**src/hw/rtl/delimiter_split_tokenizer_core_defines.svh**
```systemverilog
// Assertion macros shared by the tokenizer RTL.
// Included by modules that check their own logic; no other dependencies.
`ifndef DELIMITER_SPLIT_TOKENIZER_CORE_DEFINES_SVH
`define DELIMITER_SPLIT_TOKENIZER_CORE_DEFINES_SVH

// The consequent must hold in the same cycle as the antecedent.
`define DST_ASSERT_IMP(label, clk, rst, ante, cons) \
   label: assert property (@(posedge clk) disable iff (rst) (ante) |-> (cons)) \
      else $error("tokenizer check failed");

// The consequent must hold in the cycle after the antecedent.
`define DST_ASSERT_NEXT(label, clk, rst, ante, cons) \
   label: assert property (@(posedge clk) disable iff (rst) (ante) |=> (cons)) \
      else $error("tokenizer check failed");

`endif

```
**src/hw/rtl/dst_pkg.sv**
```systemverilog
// Types and constants of the delimiter split tokenizer.
// Used by the register block, the step logic and the top level.
package dst_pkg;

   localparam int CSR_INDEX_W   = 1;
   localparam int CSR_DATA_W    = 17;
   localparam int DELIM_CODE_W  = 9;
   localparam int SPLIT_LIMIT_W = 17;
   localparam int CHAR_W        = 8;
   localparam int FIELD_W       = 16;

   localparam logic [CSR_INDEX_W-1:0] CSR_DELIM_CODE  = 1'b0;
   localparam logic [CSR_INDEX_W-1:0] CSR_SPLIT_LIMIT = 1'b1;

   localparam logic [DELIM_CODE_W-1:0]  DELIM_CODE_RESET  = 9'd0;
   localparam logic [SPLIT_LIMIT_W-1:0] SPLIT_LIMIT_RESET = 17'h1FFFF;
   localparam logic [DELIM_CODE_W-1:0]  DELIM_SKIP_LEAD   = 9'd32;

   localparam logic [CHAR_W-1:0] CHAR_END   = 8'h00;
   localparam logic [CHAR_W-1:0] CHAR_SPACE = 8'h20;
   localparam logic [CHAR_W-1:0] CHAR_TAB   = 8'h09;
   localparam logic [CHAR_W-1:0] CHAR_LF    = 8'h0A;
   localparam logic [CHAR_W-1:0] CHAR_VT    = 8'h0B;
   localparam logic [CHAR_W-1:0] CHAR_FF    = 8'h0C;
   localparam logic [CHAR_W-1:0] CHAR_CR    = 8'h0D;

   typedef enum logic [1:0] {
      MODE_WS   = 2'd0,
      MODE_ONE  = 2'd1,
      MODE_NONE = 2'd2
   } mode_type;

   typedef enum logic [1:0] {
      ROLE_SKIP    = 2'd0,
      ROLE_CONTENT = 2'd1,
      ROLE_SEP     = 2'd2,
      ROLE_END     = 2'd3
   } role_type;

   typedef struct packed {
      mode_type          mode;
      logic [CHAR_W-1:0] delim_char;
      logic              skip_leading;
      logic              limit_off;
      logic              limit_zero;
      logic [FIELD_W-1:0] limit_max;
   } cfg_type;

   function automatic logic is_white_space(input logic [CHAR_W-1:0] c);
      return (c == CHAR_SPACE) || (c == CHAR_TAB) || (c == CHAR_LF) ||
             (c == CHAR_CR) || (c == CHAR_FF) || (c == CHAR_VT);
   endfunction

endpackage

```
**src/hw/rtl/dst_cfg_regs.sv**
```systemverilog
// Configuration registers of the tokenizer and their decode into mode flags.
// Depends on dst_pkg.
module dst_cfg_regs import dst_pkg::*; (
   input  logic                   clock,
   input  logic                   reset,
   input  logic                   csr_we,
   input  logic [CSR_INDEX_W-1:0] csr_index,
   input  logic [CSR_DATA_W-1:0]  csr_wdata,
   output cfg_type                cfg
);

   logic [DELIM_CODE_W-1:0]  delim_code_ff;
   logic [DELIM_CODE_W-1:0]  delim_code_in;
   logic [SPLIT_LIMIT_W-1:0] split_limit_ff;
   logic [SPLIT_LIMIT_W-1:0] split_limit_in;

   always_comb begin
      delim_code_in  = delim_code_ff;
      split_limit_in = split_limit_ff;
      if (csr_we) begin
         case (csr_index)
            CSR_DELIM_CODE:  delim_code_in  = csr_wdata[DELIM_CODE_W-1:0];
            CSR_SPLIT_LIMIT: split_limit_in = csr_wdata[SPLIT_LIMIT_W-1:0];
            default: ;
         endcase
      end
   end

   always_ff @(posedge clock) begin
      if (reset) begin
         delim_code_ff  <= DELIM_CODE_RESET;
         split_limit_ff <= SPLIT_LIMIT_RESET;
      end else begin
         delim_code_ff  <= delim_code_in;
         split_limit_ff <= split_limit_in;
      end
   end

   always_comb begin
      if (delim_code_ff[DELIM_CODE_W-1]) begin
         cfg.mode = MODE_NONE;
      end else if ((delim_code_ff[CHAR_W-1:0] == CHAR_END) ||
                   (delim_code_ff[CHAR_W-1:0] == CHAR_SPACE)) begin
         cfg.mode = MODE_WS;
      end else begin
         cfg.mode = MODE_ONE;
      end
      cfg.delim_char   = delim_code_ff[CHAR_W-1:0];
      cfg.skip_leading = (delim_code_ff == DELIM_SKIP_LEAD);
      cfg.limit_zero   = (split_limit_ff == '0);
      cfg.limit_off    = split_limit_ff[SPLIT_LIMIT_W-1] || (split_limit_ff == '0);
      cfg.limit_max    = split_limit_ff[FIELD_W-1:0];
   end

endmodule

```
**src/hw/rtl/dst_step.sv**
```systemverilog
// Classification of one byte and the next value of the per-string state.
// Depends on dst_pkg.
module dst_step import dst_pkg::*; #(
   parameter int COUNT_WIDTH = 16
) (
   input  cfg_type                 cfg,
   input  logic [CHAR_W-1:0]       char_in,
   input  logic [COUNT_WIDTH-1:0]  token_count,
   input  logic [COUNT_WIDTH-1:0]  trailing,
   input  logic                    in_run,
   input  logic                    started,
   input  logic                    overflowed,
   output role_type                role,
   output logic [FIELD_W-1:0]      token_index,
   output logic [FIELD_W-1:0]      item_count,
   output logic                    count_overflow,
   output logic [COUNT_WIDTH-1:0]  token_count_next,
   output logic [COUNT_WIDTH-1:0]  trailing_next,
   output logic                    in_run_next,
   output logic                    started_next,
   output logic                    overflowed_next
);

   localparam int CMP_W = (COUNT_WIDTH > FIELD_W) ? COUNT_WIDTH : FIELD_W;
   localparam logic [COUNT_WIDTH-1:0] COUNT_MAX = '1;

   logic                   is_delim;
   logic                   skip;
   logic                   cap_ok;
   logic                   run_cont;
   logic [COUNT_WIDTH-1:0] cur_count;
   logic [COUNT_WIDTH-1:0] cur_trail;
   logic                   cur_run;
   logic [COUNT_WIDTH-1:0] final_cnt;

   always_comb begin
      case (cfg.mode)
         MODE_WS:  is_delim = is_white_space(char_in);
         MODE_ONE: is_delim = (char_in == cfg.delim_char);
         default:  is_delim = 1'b0;
      endcase

      skip      = !started && cfg.skip_leading && is_delim;
      cur_count = started ? token_count : COUNT_WIDTH'(1);
      cur_trail = started ? trailing : '0;
      cur_run   = started && in_run;
      cap_ok    = cfg.limit_off || (CMP_W'(cur_count) < CMP_W'(cfg.limit_max));
      run_cont  = (cfg.mode == MODE_WS) && cur_run && is_delim;

      if (!started) begin
         final_cnt = '0;
      end else if (cfg.limit_zero) begin
         final_cnt = token_count - trailing;
      end else begin
         final_cnt = token_count;
      end

      token_count_next = token_count;
      trailing_next    = trailing;
      in_run_next      = in_run;
      started_next     = started;
      overflowed_next  = overflowed;
      role             = ROLE_CONTENT;
      token_index      = '0;
      item_count       = '0;
      count_overflow   = overflowed;

      if (char_in == CHAR_END) begin
         role             = ROLE_END;
         item_count       = FIELD_W'(final_cnt);
         token_count_next = '0;
         trailing_next    = '0;
         in_run_next      = 1'b0;
         started_next     = 1'b0;
         overflowed_next  = 1'b0;
      end else if (skip) begin
         role = ROLE_SKIP;
      end else begin
         started_next     = 1'b1;
         token_count_next = cur_count;
         trailing_next    = cur_trail;
         in_run_next      = cur_run;
         if (run_cont) begin
            role = ROLE_SEP;
         end else if (is_delim && cap_ok) begin
            if (cur_count != COUNT_MAX) begin
               token_count_next = cur_count + COUNT_WIDTH'(1);
               trailing_next    = cur_trail + COUNT_WIDTH'(1);
            end else begin
               overflowed_next = 1'b1;
            end
            in_run_next = 1'b1;
            role        = ROLE_SEP;
         end else begin
            in_run_next   = 1'b0;
            trailing_next = '0;
            role          = ROLE_CONTENT;
         end
         token_index    = FIELD_W'(token_count_next - COUNT_WIDTH'(1));
         count_overflow = overflowed_next;
      end
   end

endmodule

```
**src/hw/rtl/delimiter_split_tokenizer_core.sv**
```systemverilog
// Delimiter split tokenizer: one string byte in, one classified beat out.
// An accepted req beat is held in the input register, classified by dst_step and held
// in the output register for rsp. Throughput: one beat per cycle unless rsp stalls;
// each register takes a new beat whenever it is empty or its beat moves on. Reset
// clears both stages and the string state; delim_code becomes 0 and split_limit -1.
// Depends on dst_pkg, dst_cfg_regs, dst_step.
`include "delimiter_split_tokenizer_core_defines.svh"

module delimiter_split_tokenizer_core import dst_pkg::*; #(
   parameter int COUNT_WIDTH = 16
) (
   input  logic                   clock,
   input  logic                   reset,
   input  logic                   req_valid,
   output logic                   req_ready,
   input  logic [CHAR_W-1:0]      req_char_in,
   output logic                   rsp_valid,
   input  logic                   rsp_ready,
   output logic [1:0]             rsp_role,
   output logic [FIELD_W-1:0]     rsp_token_index,
   output logic [FIELD_W-1:0]     rsp_item_count,
   output logic                   rsp_count_overflow,
   input  logic                   csr_we,
   input  logic [CSR_INDEX_W-1:0] csr_index,
   input  logic [CSR_DATA_W-1:0]  csr_wdata
);

   localparam logic [COUNT_WIDTH-1:0] COUNT_MAX = '1;

   cfg_type cfg;

   logic              in_valid_ff;
   logic              in_valid_in;
   logic [CHAR_W-1:0] char_ff;
   logic [CHAR_W-1:0] char_in;

   logic               out_valid_ff;
   logic               out_valid_in;
   role_type           role_ff;
   role_type           role_in;
   logic [FIELD_W-1:0] index_ff;
   logic [FIELD_W-1:0] index_in;
   logic [FIELD_W-1:0] count_ff;
   logic [FIELD_W-1:0] count_in;
   logic               ovf_ff;
   logic               ovf_in;

   logic [COUNT_WIDTH-1:0] token_count_ff;
   logic [COUNT_WIDTH-1:0] token_count_in;
   logic [COUNT_WIDTH-1:0] trailing_ff;
   logic [COUNT_WIDTH-1:0] trailing_in;
   logic                   in_run_ff;
   logic                   in_run_in;
   logic                   started_ff;
   logic                   started_in;
   logic                   overflowed_ff;
   logic                   overflowed_in;

   logic out_free;
   logic advance;

   dst_cfg_regs u_cfg_regs (
      .clock     (clock),
      .reset     (reset),
      .csr_we    (csr_we),
      .csr_index (csr_index),
      .csr_wdata (csr_wdata),
      .cfg       (cfg)
   );

   dst_step #(
      .COUNT_WIDTH (COUNT_WIDTH)
   ) u_step (
      .cfg              (cfg),
      .char_in          (char_ff),
      .token_count      (token_count_ff),
      .trailing         (trailing_ff),
      .in_run           (in_run_ff),
      .started          (started_ff),
      .overflowed       (overflowed_ff),
      .role             (role_in),
      .token_index      (index_in),
      .item_count       (count_in),
      .count_overflow   (ovf_in),
      .token_count_next (token_count_in),
      .trailing_next    (trailing_in),
      .in_run_next      (in_run_in),
      .started_next     (started_in),
      .overflowed_next  (overflowed_in)
   );

   assign out_free  = !out_valid_ff || rsp_ready;
   assign advance   = in_valid_ff && out_free;
   assign req_ready = !in_valid_ff || out_free;

   assign in_valid_in  = req_ready ? req_valid : in_valid_ff;
   assign char_in      = (req_valid && req_ready) ? req_char_in : char_ff;
   assign out_valid_in = out_free ? in_valid_ff : out_valid_ff;

   always_ff @(posedge clock) begin
      if (reset) begin
         in_valid_ff    <= 1'b0;
         out_valid_ff   <= 1'b0;
         token_count_ff <= '0;
         trailing_ff    <= '0;
         in_run_ff      <= 1'b0;
         started_ff     <= 1'b0;
         overflowed_ff  <= 1'b0;
      end else begin
         in_valid_ff  <= in_valid_in;
         out_valid_ff <= out_valid_in;
         if (advance) begin
            token_count_ff <= token_count_in;
            trailing_ff    <= trailing_in;
            in_run_ff      <= in_run_in;
            started_ff     <= started_in;
            overflowed_ff  <= overflowed_in;
         end
      end
   end

   always_ff @(posedge clock) begin
      char_ff <= char_in;
      if (advance) begin
         role_ff  <= role_in;
         index_ff <= index_in;
         count_ff <= count_in;
         ovf_ff   <= ovf_in;
      end
   end

   assign rsp_valid          = out_valid_ff;
   assign rsp_role           = role_ff;
   assign rsp_token_index    = index_ff;
   assign rsp_item_count     = count_ff;
   assign rsp_count_overflow = ovf_ff;

   `DST_ASSERT_NEXT(a_end_clears_string, clock, reset,
      advance && (role_in == ROLE_END), !started_ff && (token_count_ff == '0))
   `DST_ASSERT_IMP(a_started_has_token, clock, reset,
      started_ff, token_count_ff != '0)
   `DST_ASSERT_IMP(a_trailing_below_count, clock, reset,
      started_ff, trailing_ff < token_count_ff)
   `DST_ASSERT_IMP(a_overflow_at_max, clock, reset,
      overflowed_ff, token_count_ff == COUNT_MAX)
   `DST_ASSERT_IMP(a_count_only_at_end, clock, reset,
      rsp_valid && (rsp_role != ROLE_END), rsp_item_count == '0)

endmodule
```
**config.mk**
```make
export PLATFORM = sky130hd
export DESIGN_NAME = delimiter_split_tokenizer_core
export DESIGN_NICKNAME = d
export VERILOG_FILES = /design/src/hw/rtl/dst_pkg.sv /design/src/hw/rtl/dst_cfg_regs.sv /design/src/hw/rtl/dst_step.sv /design/src/hw/rtl/delimiter_split_tokenizer_core.sv
export VERILOG_INCLUDE_DIRS = /design/src /design/src/hw/rtl
export SDC_FILE = /design/constraint.sdc
export NUM_CORES = 1
export LEC_CHECK = 0
export BUFFER_PORTS_ARGS = -buffer_cell sky130_fd_sc_hd__buf_2
export CORE_UTILIZATION = 55
export CTS_BUF_LIST = sky130_fd_sc_hd__clkbuf_4 sky130_fd_sc_hd__clkbuf_8 sky130_fd_sc_hd__clkbuf_16
export DETAILED_ROUTE_END_ITERATION = 6
export PLACE_DENSITY = 0.75
export SETUP_SLACK_MARGIN = 0.1
export SLEW_MARGIN = 20
export SYNTH_ARGS = -nofsm -noshare
export SYNTH_HDL_FRONTEND = slang
export SYNTH_SLANG_ARGS = --single-unit
export TNS_END_PERCENT = 1
```
**constraint.sdc**
```tcl
create_clock -name clock -period 6.4 [get_ports clock]
set_input_delay 0.64 -clock clock [delete_from_list [all_inputs] [get_ports clock]]
set_output_delay 0.64 -clock clock [all_outputs]
set_load 0.03 [all_outputs]
```
# Yosys cells after proc, flatten, opt, wreduce, memory -nomap -nowiden
# Cells that the tools add are included.
# W data, S select, Z words.
[word_totals]
inputBits = 31
regBits = 106
out_inout_bits = 37
wordCells = 95
[op_classes]
n_mux = 33
magnitude_cmp = 1
n_eq_ne = 12
bitwise_logic = 1
reduce_logical = 30
addsub = 4
[ops]
columns = ["cell", "n"]
rows = [
  ["$mux W16", 15],
  ["$eq A8 B4 Y1 const B", 5],
  ["$add A16 B1 Y16 const B", 2],
  ["$logic_not A17 Y1", 1],
  ["$eq A8 B6 Y1 const B", 2],
  ["$logic_not A8 Y1", 2],
  ["$lt A16 B16 Y1", 1],
  ["$ne A16 B16 Y1 const B", 1],
  ["$sub A16 B1 Y16 const B", 1],
  ["$sub A16 B16 Y16", 1],
  ["$mux W1", 13],
  ["$logic_or A1 B1 Y1", 10],
  ["$eq A9 B6 Y1 const B", 1],
  ["$eq A8 B8 Y1", 1],
  ["$logic_and A1 B1 Y1", 8],
  ["$mux W2", 4],
  ["$reduce_and A2 Y1", 4],
  ["$logic_not A1 Y1", 3],
  ["$eq A2 B1 Y1 const B", 1],
  ["$logic_not A2 Y1", 1],
  ["$ne A2 B2 Y1 const B", 1],
  ["$pmux W1 S2", 1],
  ["$reduce_or A2 Y1", 1],
  ["$not A1 Y1", 1],
]

# Longest topological paths before layout
# Gate-level depths: netlist of the first run.
[depth]
word_depth = 14
depth_mapped = 18
mapped_depth_nobuf = 14

# Modules after synthesis
# Synthesis of the first run repeated with hierarchy kept, for this count alone.
[hier_totals]
hier_cells = 882
hier_area_um2 = 7546.0
[by_module_without_submodules]
columns = ["module", "seq_area_each_um2", "area_each_um2", "cells_each", "instances"]
rows = [
  ["dst_step", 0.0, 3449.6, 550, 1],
  ["delimiter_split_tokenizer_core", 2031.9, 2955.3, 205, 1],
  ["dst_cfg_regs", 520.5, 1141.1, 127, 1],
]

# Least setup slack after synthesis of the first run
# OpenSTA, ideal clock, no wires.
[synth_timing]
path_type = "register to register"
from = "reg started_ff"
to = "reg index_ff[13], in the netlist rsp_token_index[13] (data pin)"
t_arrival_ps = 4617
stages_incl_launch_ff = 17
path_buffers = 3
setup_time_ps = 147
period_less_slack_ps = 4764
required_ps = 6253
path_slack_ps = 1636
cell_sequence = "dfxtp_1 buf_2 clkbuf_1 clkbuf_1 nand2_1 inv_1 ha_1 a21o_1 a2111o_1 nor4_1 o31ai_1 a211o_1 or4_1 mux2_4 or4b_4 or4_1 a21oi_1"
[synth_via]
elab_chain_cells = 9
elab_cells_between_ends = 19
cone_classes = "add/sub (2); order compare (1); eq/ne (1); mux (6); reduce/logical (9)"
[synth_rtl]
columns = ["item", "line", "text"]
rows = [
  ["start: declaration", "delimiter_split_tokenizer_core.sv:54", "logic started_ff;"],
  ["start signal: assignment", "delimiter_split_tokenizer_core.sv:116", "started_ff <= started_in;"],
  ["$mux W16", "dst_step.sv:44", "cur_count = started ? token_count : COUNT_WIDTH'(1);"],
  ["$lt A16 B16 Y1", "dst_step.sv:47", "cap_ok = cfg.limit_off || (CMP_W'(cur_count) < CMP_W'(cfg.limit_max));"],
  ["$logic_or A1 B1 Y1", "dst_step.sv:47", ""],
  ["$logic_and A1 B1 Y1", "dst_step.sv:85", "end else if (is_delim && cap_ok) begin"],
  ["$mux W16", "dst_step.sv:85", ""],
  ["$mux W16", "dst_step.sv:83", "if (run_cont) begin"],
  ["$mux W16", "dst_step.sv:76", "end else if (skip) begin"],
  ["$mux W16", "dst_step.sv:68", "if (char_in == CHAR_END) begin"],
  ["$sub A16 B1 Y16", "dst_step.sv:99", "token_index = FIELD_W'(token_count_next - COUNT_WIDTH'(1));"],
  ["end signal: assignment", "delimiter_split_tokenizer_core.sv:126", "index_ff <= index_in;"],
  ["end: declaration", "delimiter_split_tokenizer_core.sv:41", "logic [FIELD_W-1:0] index_ff;"],
]
# Parallel ways exist; a longest one is shown, timed or not. The select of a mux whose other input is x is not followed.
# A chain may end at the register's enable or synchronous reset.

# Worst setup path after layout of the first run
# Same ends and word-level chain as after synthesis.

==> results.md, run 1 <==
- Status: finished with violations
- Failing checks: design-rule violations
- Clk_lat worst skew: 0.36 ns
- Vias in the first global route: 5761
- Max-cap viol count: 0
- Final setup vio count: 0
- Relative slew slack: 28.5%
- Ant diodes: 0
- Row count: 39
- Critical Path, Cell by Cell: nand2_1 -> inv_1 -> ha_1 -> a21o_1 -> a2111o_1 -> nor4_1 -> o31ai_1 -> a211oi_1 -> nand4_1 -> xnor2_1 -> or4b_4 -> or4_1 -> a21oi_1
- Routability Congestion: 0.934
- Total power: 1.49 mW
- Maximum clock rate: 0.200 GHz
- Initial antenna violation count: 0
- Syn avg cell area: 8.29 µm²
- Post-synth cell types: 58
- Cell with the largest stage delay on the worst path: dfxtp_1
- Largest stage delay on the critical path: 0.76 ns
- Die Height: 112 µm
- Critical path type: reg -> reg
- Cells after Synth: 801
- CP required: 6.61 ns
- Crit path launch type: flop
- Leakage: 2.97 nW
- Vias/cell: 6.17
- Arrival @ worst endpoint: 5.21 ns
- Worst-path maximum fanout: 21
- EDFF count, synth: 43
- DR vias: 6140
- Post-Route Setup TNS: 0 ns
- Max Root-Sink Buffers: 2
- GRT Resource Usage Total: 29.0%
- Total die area: 12500 µm²
- Cell family with most CP delay: simple AND/OR/NAND/NOR gates
- Detailed Routing Iterations Pass 1: 7
- CORE AREA: 11600 µm²
- Max Slew Vio Count: 0
- Critical path buffers and inverters: 1
- Register area share after synthesis: 38.4%
- Netlist Area Pre-Place: 6640 µm²
- PD cells: 202 nW/µm²
- Post-DP HPWL: 12900 µm
- RSZ-0062 raised after global routing: no
- Net count, final: 911
- Initial Util: 57.2%
- CTS tree: done
- Residual DRC: 10
- CP Capture Type: flop
- Syn. warnings: 0
- Final WL: 17300 µm
- Largest net degree at the start of global routing: 63
- Tmin final: 5.00 ns
- Total CTS buffers: 9
- CTS HTree Levels: 3
- Drt wl/cell: 17.4 µm
- GR Util met1: 39.3%
- Busiest grt layer: met2
- Syn nets: 865
- Worst Skew: 0.0103 ns
- Main synth FF type: dfxtp_1
- R2R Setup Slk: 1.40 ns
- DRT antenna net count: 0
- Hold-fix buffer count after cts: 0
- Routing usage on met2: 46.8%
- FF+latch count, synth: 106
- Worst min path class: in -> reg
- Layout area overhead: 11.2%
- Max IR drop VDD: 0.000175 V
- Port Buffers: 67
- Clock slew at reported path FFs: 0.07 ns
- Met3 usage: 3.97%
- Final Hold Fails: 0
- Die X: 112 µm
- Setup bufs post-CTS: 0
- Total gr overflow: 0
- Post-cts sizing count: 0
- Asr flop ratio synth: 0%
- First-pass GRT wire length: 28600 µm
- Worst slew pin tran: 1.07 ns
- Boundary pin count: 68
- Final period utilization: 78.2%
- Clock Root Buffer: clkbuf_16
- Iteration-0 DRC Markers: 536
- Share of cells above drive strength 1: 12.6%
- Clk sinks: 106
- Number of fill cells: 1068
==> layer usage <==
layer / vias up / share of wire (%)
met5: - / 0
li1: 2982 / -
met1: 2898 / 46
met3: 27 / 5.9
met4: 0 / 2.1
met2: 233 / 46
==> registers in the layout (all words and copies together), names as in the netlist <==
signal	flops
char_ff	8
in_run_ff	1
in_valid_ff	1
overflowed_ff	1
rsp_count_overflow	1
rsp_item_count	16
rsp_role	2
rsp_token_index	16
rsp_valid	1
started_ff	1
token_count_ff	16
trailing_ff	16
u_cfg_regs.delim_code_ff	9
u_cfg_regs.split_limit_ff	17
==> cells in the final DEF (no fill, tap or decap), drive strengths merged, types with 3 or more instances in the layout <==
cell / Yosys / routed
ha: 32 / 32
mux2i: 3 / 3
or4: 7 / 7
nand3b: 3 / 3
clkbuf: 38 / 11
or2: 8 / 8
inv: 49 / 51
and2: 12 / 12
nand2b: 7 / 7
a21o: 3 / 3
and3: 30 / 30
and4: 7 / 7
xor2: 8 / 8
nor3b: 5 / 5
dfxtp: 63 / 63
o21a: 4 / 4
nor2: 64 / 64
nor4: 15 / 15
a211oi: 11 / 11
xnor2: 31 / 31
a22oi: 10 / 10
o2111ai: 5 / 5
a211o: 22 / 22
o31ai: 8 / 8
nand2: 101 / 101
nand4: 15 / 15
edfxtp: 43 / 43
o31a: 3 / 3
or3: 11 / 11
a21boi: 3 / 3
nor2b: 11 / 11
buf: 1 / 74
nand3: 26 / 26
nor3: 23 / 23
a21oi: 65 / 65
o21ai: 34 / 34
==> final timing paths <==
path | from | end | cells after the start
worst max-delay path | started_ff$_SDFFE_PP0P_ | rsp_token_index[13]$_SDFFCE_PP0P_ | 13
worst min-delay path | req_char_in[1] | char_ff[1]$_DFFE_PP_ | 1
worst max register to register | started_ff$_SDFFE_PP0P_ | rsp_token_index[13]$_SDFFCE_PP0P_ | 13
worst min register to register | overflowed_ff$_SDFFE_PP0P_ | overflowed_ff$_SDFFE_PP0P_ | 1
==> kinds of logic (layout without fill, tap and decap cells) <==
kind of cell	Yosys count	count (layout)	synth area share (%)
AOI/OAI and AO/OA	182	182	17.8
xor gates and xnor gates	39	39	5.14
adders and majority gates	33	33	6.33
buffers and inverters	88	139	4.99
DFF	106	106	38.4
muxes	4	4	0.678
and+or+nand+nor	349	349	26.6
==> synthesized netlist by cell type (all sizes together), types with 23 or more instances <==
cell,count,area share [%]
a21oi,65,5.1
and3,30,2.8
clkbuf,38,2.1
dfxtp,63,19
edfxtp,43,19
ha,32,6.0
inv,49,2.8
nand2,101,5.7
nand3,26,2.0
nor2,64,3.6
nor3,23,1.7
o21ai,34,2.6
xnor2,31,4.1
==> where the power goes <==
group          switching [mW]  total, mW  internal [mW]
Sequential             0.0206      0.751          0.730
Clock                   0.252      0.585          0.333
Combinational          0.0977      0.155         0.0574
==> metrics by stage <==
| stage | instances | hold WS [ns] | instance area [µm²] | setup slack [ns] | utilization [%] |
|---|---|---|---|---|---|
| after floorplan | 801 | 0.435 | 6640 | 1.64 | - |
| after global placement | 979 | 0.443 | 7070 | 1.59 | 60.9 |
| after detailed placement | 979 | 0.457 | 7070 | 1.51 | 60.9 |
| after CTS | 995 | 0.448 | 7380 | 1.46 | 63.6 |
| after global routing | 995 | 0.447 | 7380 | 1.04 | 63.6 |
| final | 995 | 0.454 | 7380 | 1.40 | 63.6 |
==> area by class of cell <==
| class | count | area (µm²) | area share [%] |
|---|---|---|---|
| multi-input combinational | 607 | 3760 | 51.0 |
| sequential | 106 | 2550 | 34.6 |
| timing repair buffer | 74 | 388 | 5.25 |
| clock buffer | 11 | 258 | 3.49 |
| inverter | 49 | 184 | 2.49 |
| tap | 143 | 179 | 2.42 |
| clock inverter | 5 | 57.6 | 0.780 |
No activity file was read; power rests on OpenSTA's default activity.
==> inputs of run 2 (changes only) <==
--- a/config.mk
+++ b/config.mk
@@ -7,10 +7,10 @@
 export NUM_CORES = 1
 export LEC_CHECK = 0
 export BUFFER_PORTS_ARGS = -buffer_cell sky130_fd_sc_hd__buf_2
-export CORE_UTILIZATION = 55
+export CORE_UTILIZATION = 54
 export CTS_BUF_LIST = sky130_fd_sc_hd__clkbuf_4 sky130_fd_sc_hd__clkbuf_8 sky130_fd_sc_hd__clkbuf_16
 export DETAILED_ROUTE_END_ITERATION = 6
-export PLACE_DENSITY = 0.75
+export PLACE_DENSITY = 0.77
 export SETUP_SLACK_MARGIN = 0.1
 export SLEW_MARGIN = 20
 export SYNTH_ARGS = -nofsm -noshare
==> constraint.sdc (replaced) <==
create_clock -name clock -period 4.3 [get_ports clock]
set_input_delay 0.43 -clock clock [delete_from_list [all_inputs] [get_ports clock]]
set_output_delay 0.43 -clock clock [all_outputs]
set_load 0.03 [all_outputs]
==> run 2 against run 1 <==
- the run now ends clean
- largest cell class unchanged
- largest power group unchanged
- critical path type unchanged
- non-clock buffer count rose by 36
- global-route usage is 1.0 points higher
- combinational power up 60%
- routed wire length is 8.1% higher
==> results.md, run 2 (synthesis results as in run 1) <==
- Post-Route Setup TNS: 0 ns (unchanged)
- CTS HTree Levels: 3 (unchanged)
- Max Slew Vio Count: 0 (unchanged)
- Cell family with most CP delay: simple AND/OR/NAND/NOR gates
- CP required: 4.51 ns (-2.10 ns)
- Critical path buffers and inverters: 1 (unchanged)
- Hold path depth: 1 (unchanged)
- Boundary pin count: 68 (unchanged)
- Clk_lat worst skew: 0.36 ns (about the same)
- Max-cap viol count: 0 (unchanged)
- RSZ-0062 raised after global routing: yes
- CORE AREA: 12000 µm² (+3.4%)
- Most common cell after layout, fill and taps aside: nand2_1
- Final Hold Fails: 0 (unchanged)
- Worst slew pin tran: 0.972 ns (-0.0973 ns)
- Die Height: 113 µm (+0.91%)
- Reg2reg end: rsp_token_index[13]$_SDFFCE_PP0P_
- Reg-to-Reg Start: started_ff$_SDFFE_PP0P_
- Cell with the largest stage delay on the worst path: or4b_4
- Final setup vio count: 0 (unchanged)
- CTS tree: done
- Maximum clock rate: 0.245 GHz (+22%)
- Final WL: 18700 µm (+8.1%)
- Relative slew slack: 34.9% (+6.4 points)
- Routability Congestion: 0.976 (+4.5%)
- DR vias: 6312 (+2.8%)
- PD cells: 284 nW/µm² (+41%)
- Max Root-Sink Buffers: 2 (unchanged)
- Leakage: 3.17 nW (+6.7%)
- Total power: 2.19 mW (+47%)
- Crit path launch type: flop
- GRT Resource Usage Total: 30.0% (+1.0 points)
- Largest stage delay on the critical path: 0.58 ns (-0.18 ns)
- Share of cells above drive strength 1: 17.2% (+4.7 points)
- Largest Register: u_cfg_regs.split_limit_ff
- Cell count along the critical path: 13 (unchanged)
- Largest net degree at the start of global routing: 39 (-38%)
- Vias in the first global route: 5736 (-0.43%)
- Total die area: 12700 µm² (+1.8%)
- Placed insts: 1019 (+4.1%)
- Residual DRC: 0 (-10)
- Max FFs per register: 17 (unchanged)
- Post-DP HPWL: 14200 µm (+10%)
- R2R cell count: 13 (unchanged)
- Port Buffers: 67 (unchanged)
- Fin cells: 1035 (+4.0%)
- Clk sinks: 106 (unchanged)
- Detailed Routing Iterations Pass 1: 5 (-2)
- Iteration-0 DRC Markers: 667 (+24%)
- Net count, final: 947 (+4.0%)
- Setup bufs post-CTS: 0 (unchanged)
- Commonest cells after routing, fill and taps aside: 100 x nand2_1, 67 x buf_2, 64 x nor2_1, 63 x a21oi_1, 62 x dfxtp_1
- R2R Setup Slk: 0.21 ns (-1.18 ns)
- Hold Path End: char_ff[4]$_DFFE_PP_
- Tmin final: 4.09 ns (-0.915 ns)
- Ant diodes: 0 (unchanged)
- Worst Slack Setup Final: 0.211 ns (-1.18 ns)
- Initial Util: 55.3% (-1.9 points)
- Critical path type: reg -> reg
- Drt wl/cell: 18.1 µm (+3.9%)
- Max IR drop VDD: 0.000270 V (+54%)
- Initial antenna violation count: 0 (unchanged)
- Clock Root Buffer: clkbuf_16
- Pre-CTS setup slack: 0.0673 ns (-1.45 ns)
- Status: finished clean
- Hold-fix buffer count after cts: 0 (unchanged)
- Total CTS buffers: 9 (unchanged)
- Arrival @ worst endpoint: 4.30 ns (-0.91 ns)
- CP Capture Type: flop
- Row count: 40 (+2.6%)
- Worst min path class: in -> reg
- Hold Startpoint: req_char_in[4]
- Layout area overhead: 16.2%
- Total gr overflow: 0 (unchanged)
- Worst-path maximum fanout: 14 (-33%)
- Clock slew at reported path FFs: 0.07 ns (about the same)
- Vias/cell: 6.10 (-1.2%)
- Critical Path, Cell by Cell: buf_12 -> and2_1 -> ha_1 -> a21o_1 -> a2111o_1 -> nor4_2 -> o31ai_2 -> a211o_1 -> or4_1 -> mux2_4 -> or4b_4 -> or4_4 -> a21oi_2
- Die X: 113 µm (+0.91%)
- Final period utilization: 95.1% (+17 points)
- DRT antenna net count: 0 (unchanged)
- First-pass GRT wire length: 29500 µm (+3.1%)
- Worst Skew: 0.00734 ns (-0.00298 ns)
run 2: changes by cell type in the layout (fill, tap and decap cells not counted), moves of 2 or more:
cell,change
nor4_1,-3
o21ai_0,-2
o21ai_1,+2
buf_4,+35
nor4_2,+2
run 2: how the worst max path moves through the flow:
stage                            start                           endpoint
4_1_cts        started_ff$_SDFFE_PP0P_  rsp_token_index[15]$_SDFFCE_PP0P_
3_5_place_dp   started_ff$_SDFFE_PP0P_  rsp_token_index[15]$_SDFFCE_PP0P_
3_3_place_gp   started_ff$_SDFFE_PP0P_  rsp_token_index[13]$_SDFFCE_PP0P_
2_1_floorplan  started_ff$_SDFFE_PP0P_  rsp_token_index[13]$_SDFFCE_PP0P_
5_1_grt        started_ff$_SDFFE_PP0P_  rsp_token_index[13]$_SDFFCE_PP0P_
6_report       started_ff$_SDFFE_PP0P_  rsp_token_index[13]$_SDFFCE_PP0P_
run 2: power breakdown:
group / leakage, nW / internal (mW) / switching, mW
clock: 0.151 / 0.450 / 0.380
combinational: 2.10 / 0.0947 / 0.153
sequential: 0.916 / 1.09 / 0.0281
total: 3.17 / 1.63 / 0.561
run 2: metal layers:
layer | wire length (µm) | global-route usage [%] | up-vias
li1 | - | - | 3057
met1 | 8500 | 40.4 | 2979
met2 | 8730 | 49.4 | 245
met3 | 1080 | 4.61 | 31
met4 | 412 | 10.3 | 0
met5 | 0 | 0 | -
run 2: repair_timing:
action                     CTS  global route
gates resized for setup      1             8
setup endpoints to repair    2             9
pin swaps                    0             4
gates cloned                 0             0
run 2: per-stage QoR:
stage / hold WS (ns) / instance area [µm²] / utilization, %
4_1_cts: 0.239 / 7690 / 64.0
3_3_place_gp: 0.445 / 7390 / 61.6
5_1_grt: 0.241 / 7710 / 64.2
6_report: 0.247 / 7710 / 64.2
3_5_place_dp: 0.461 / 7390 / 61.6
2_1_floorplan: 0.435 / 6710 / -
run 2: area by class of cell:
class	count	area, µm²
clock inverter	4	23.8
tap	147	184
fill	1048	4300
clock buffer	12	272
timing repair buffer	110	671
multi-input combinational	607	3820
sequential	106	2560
inverter	49	184
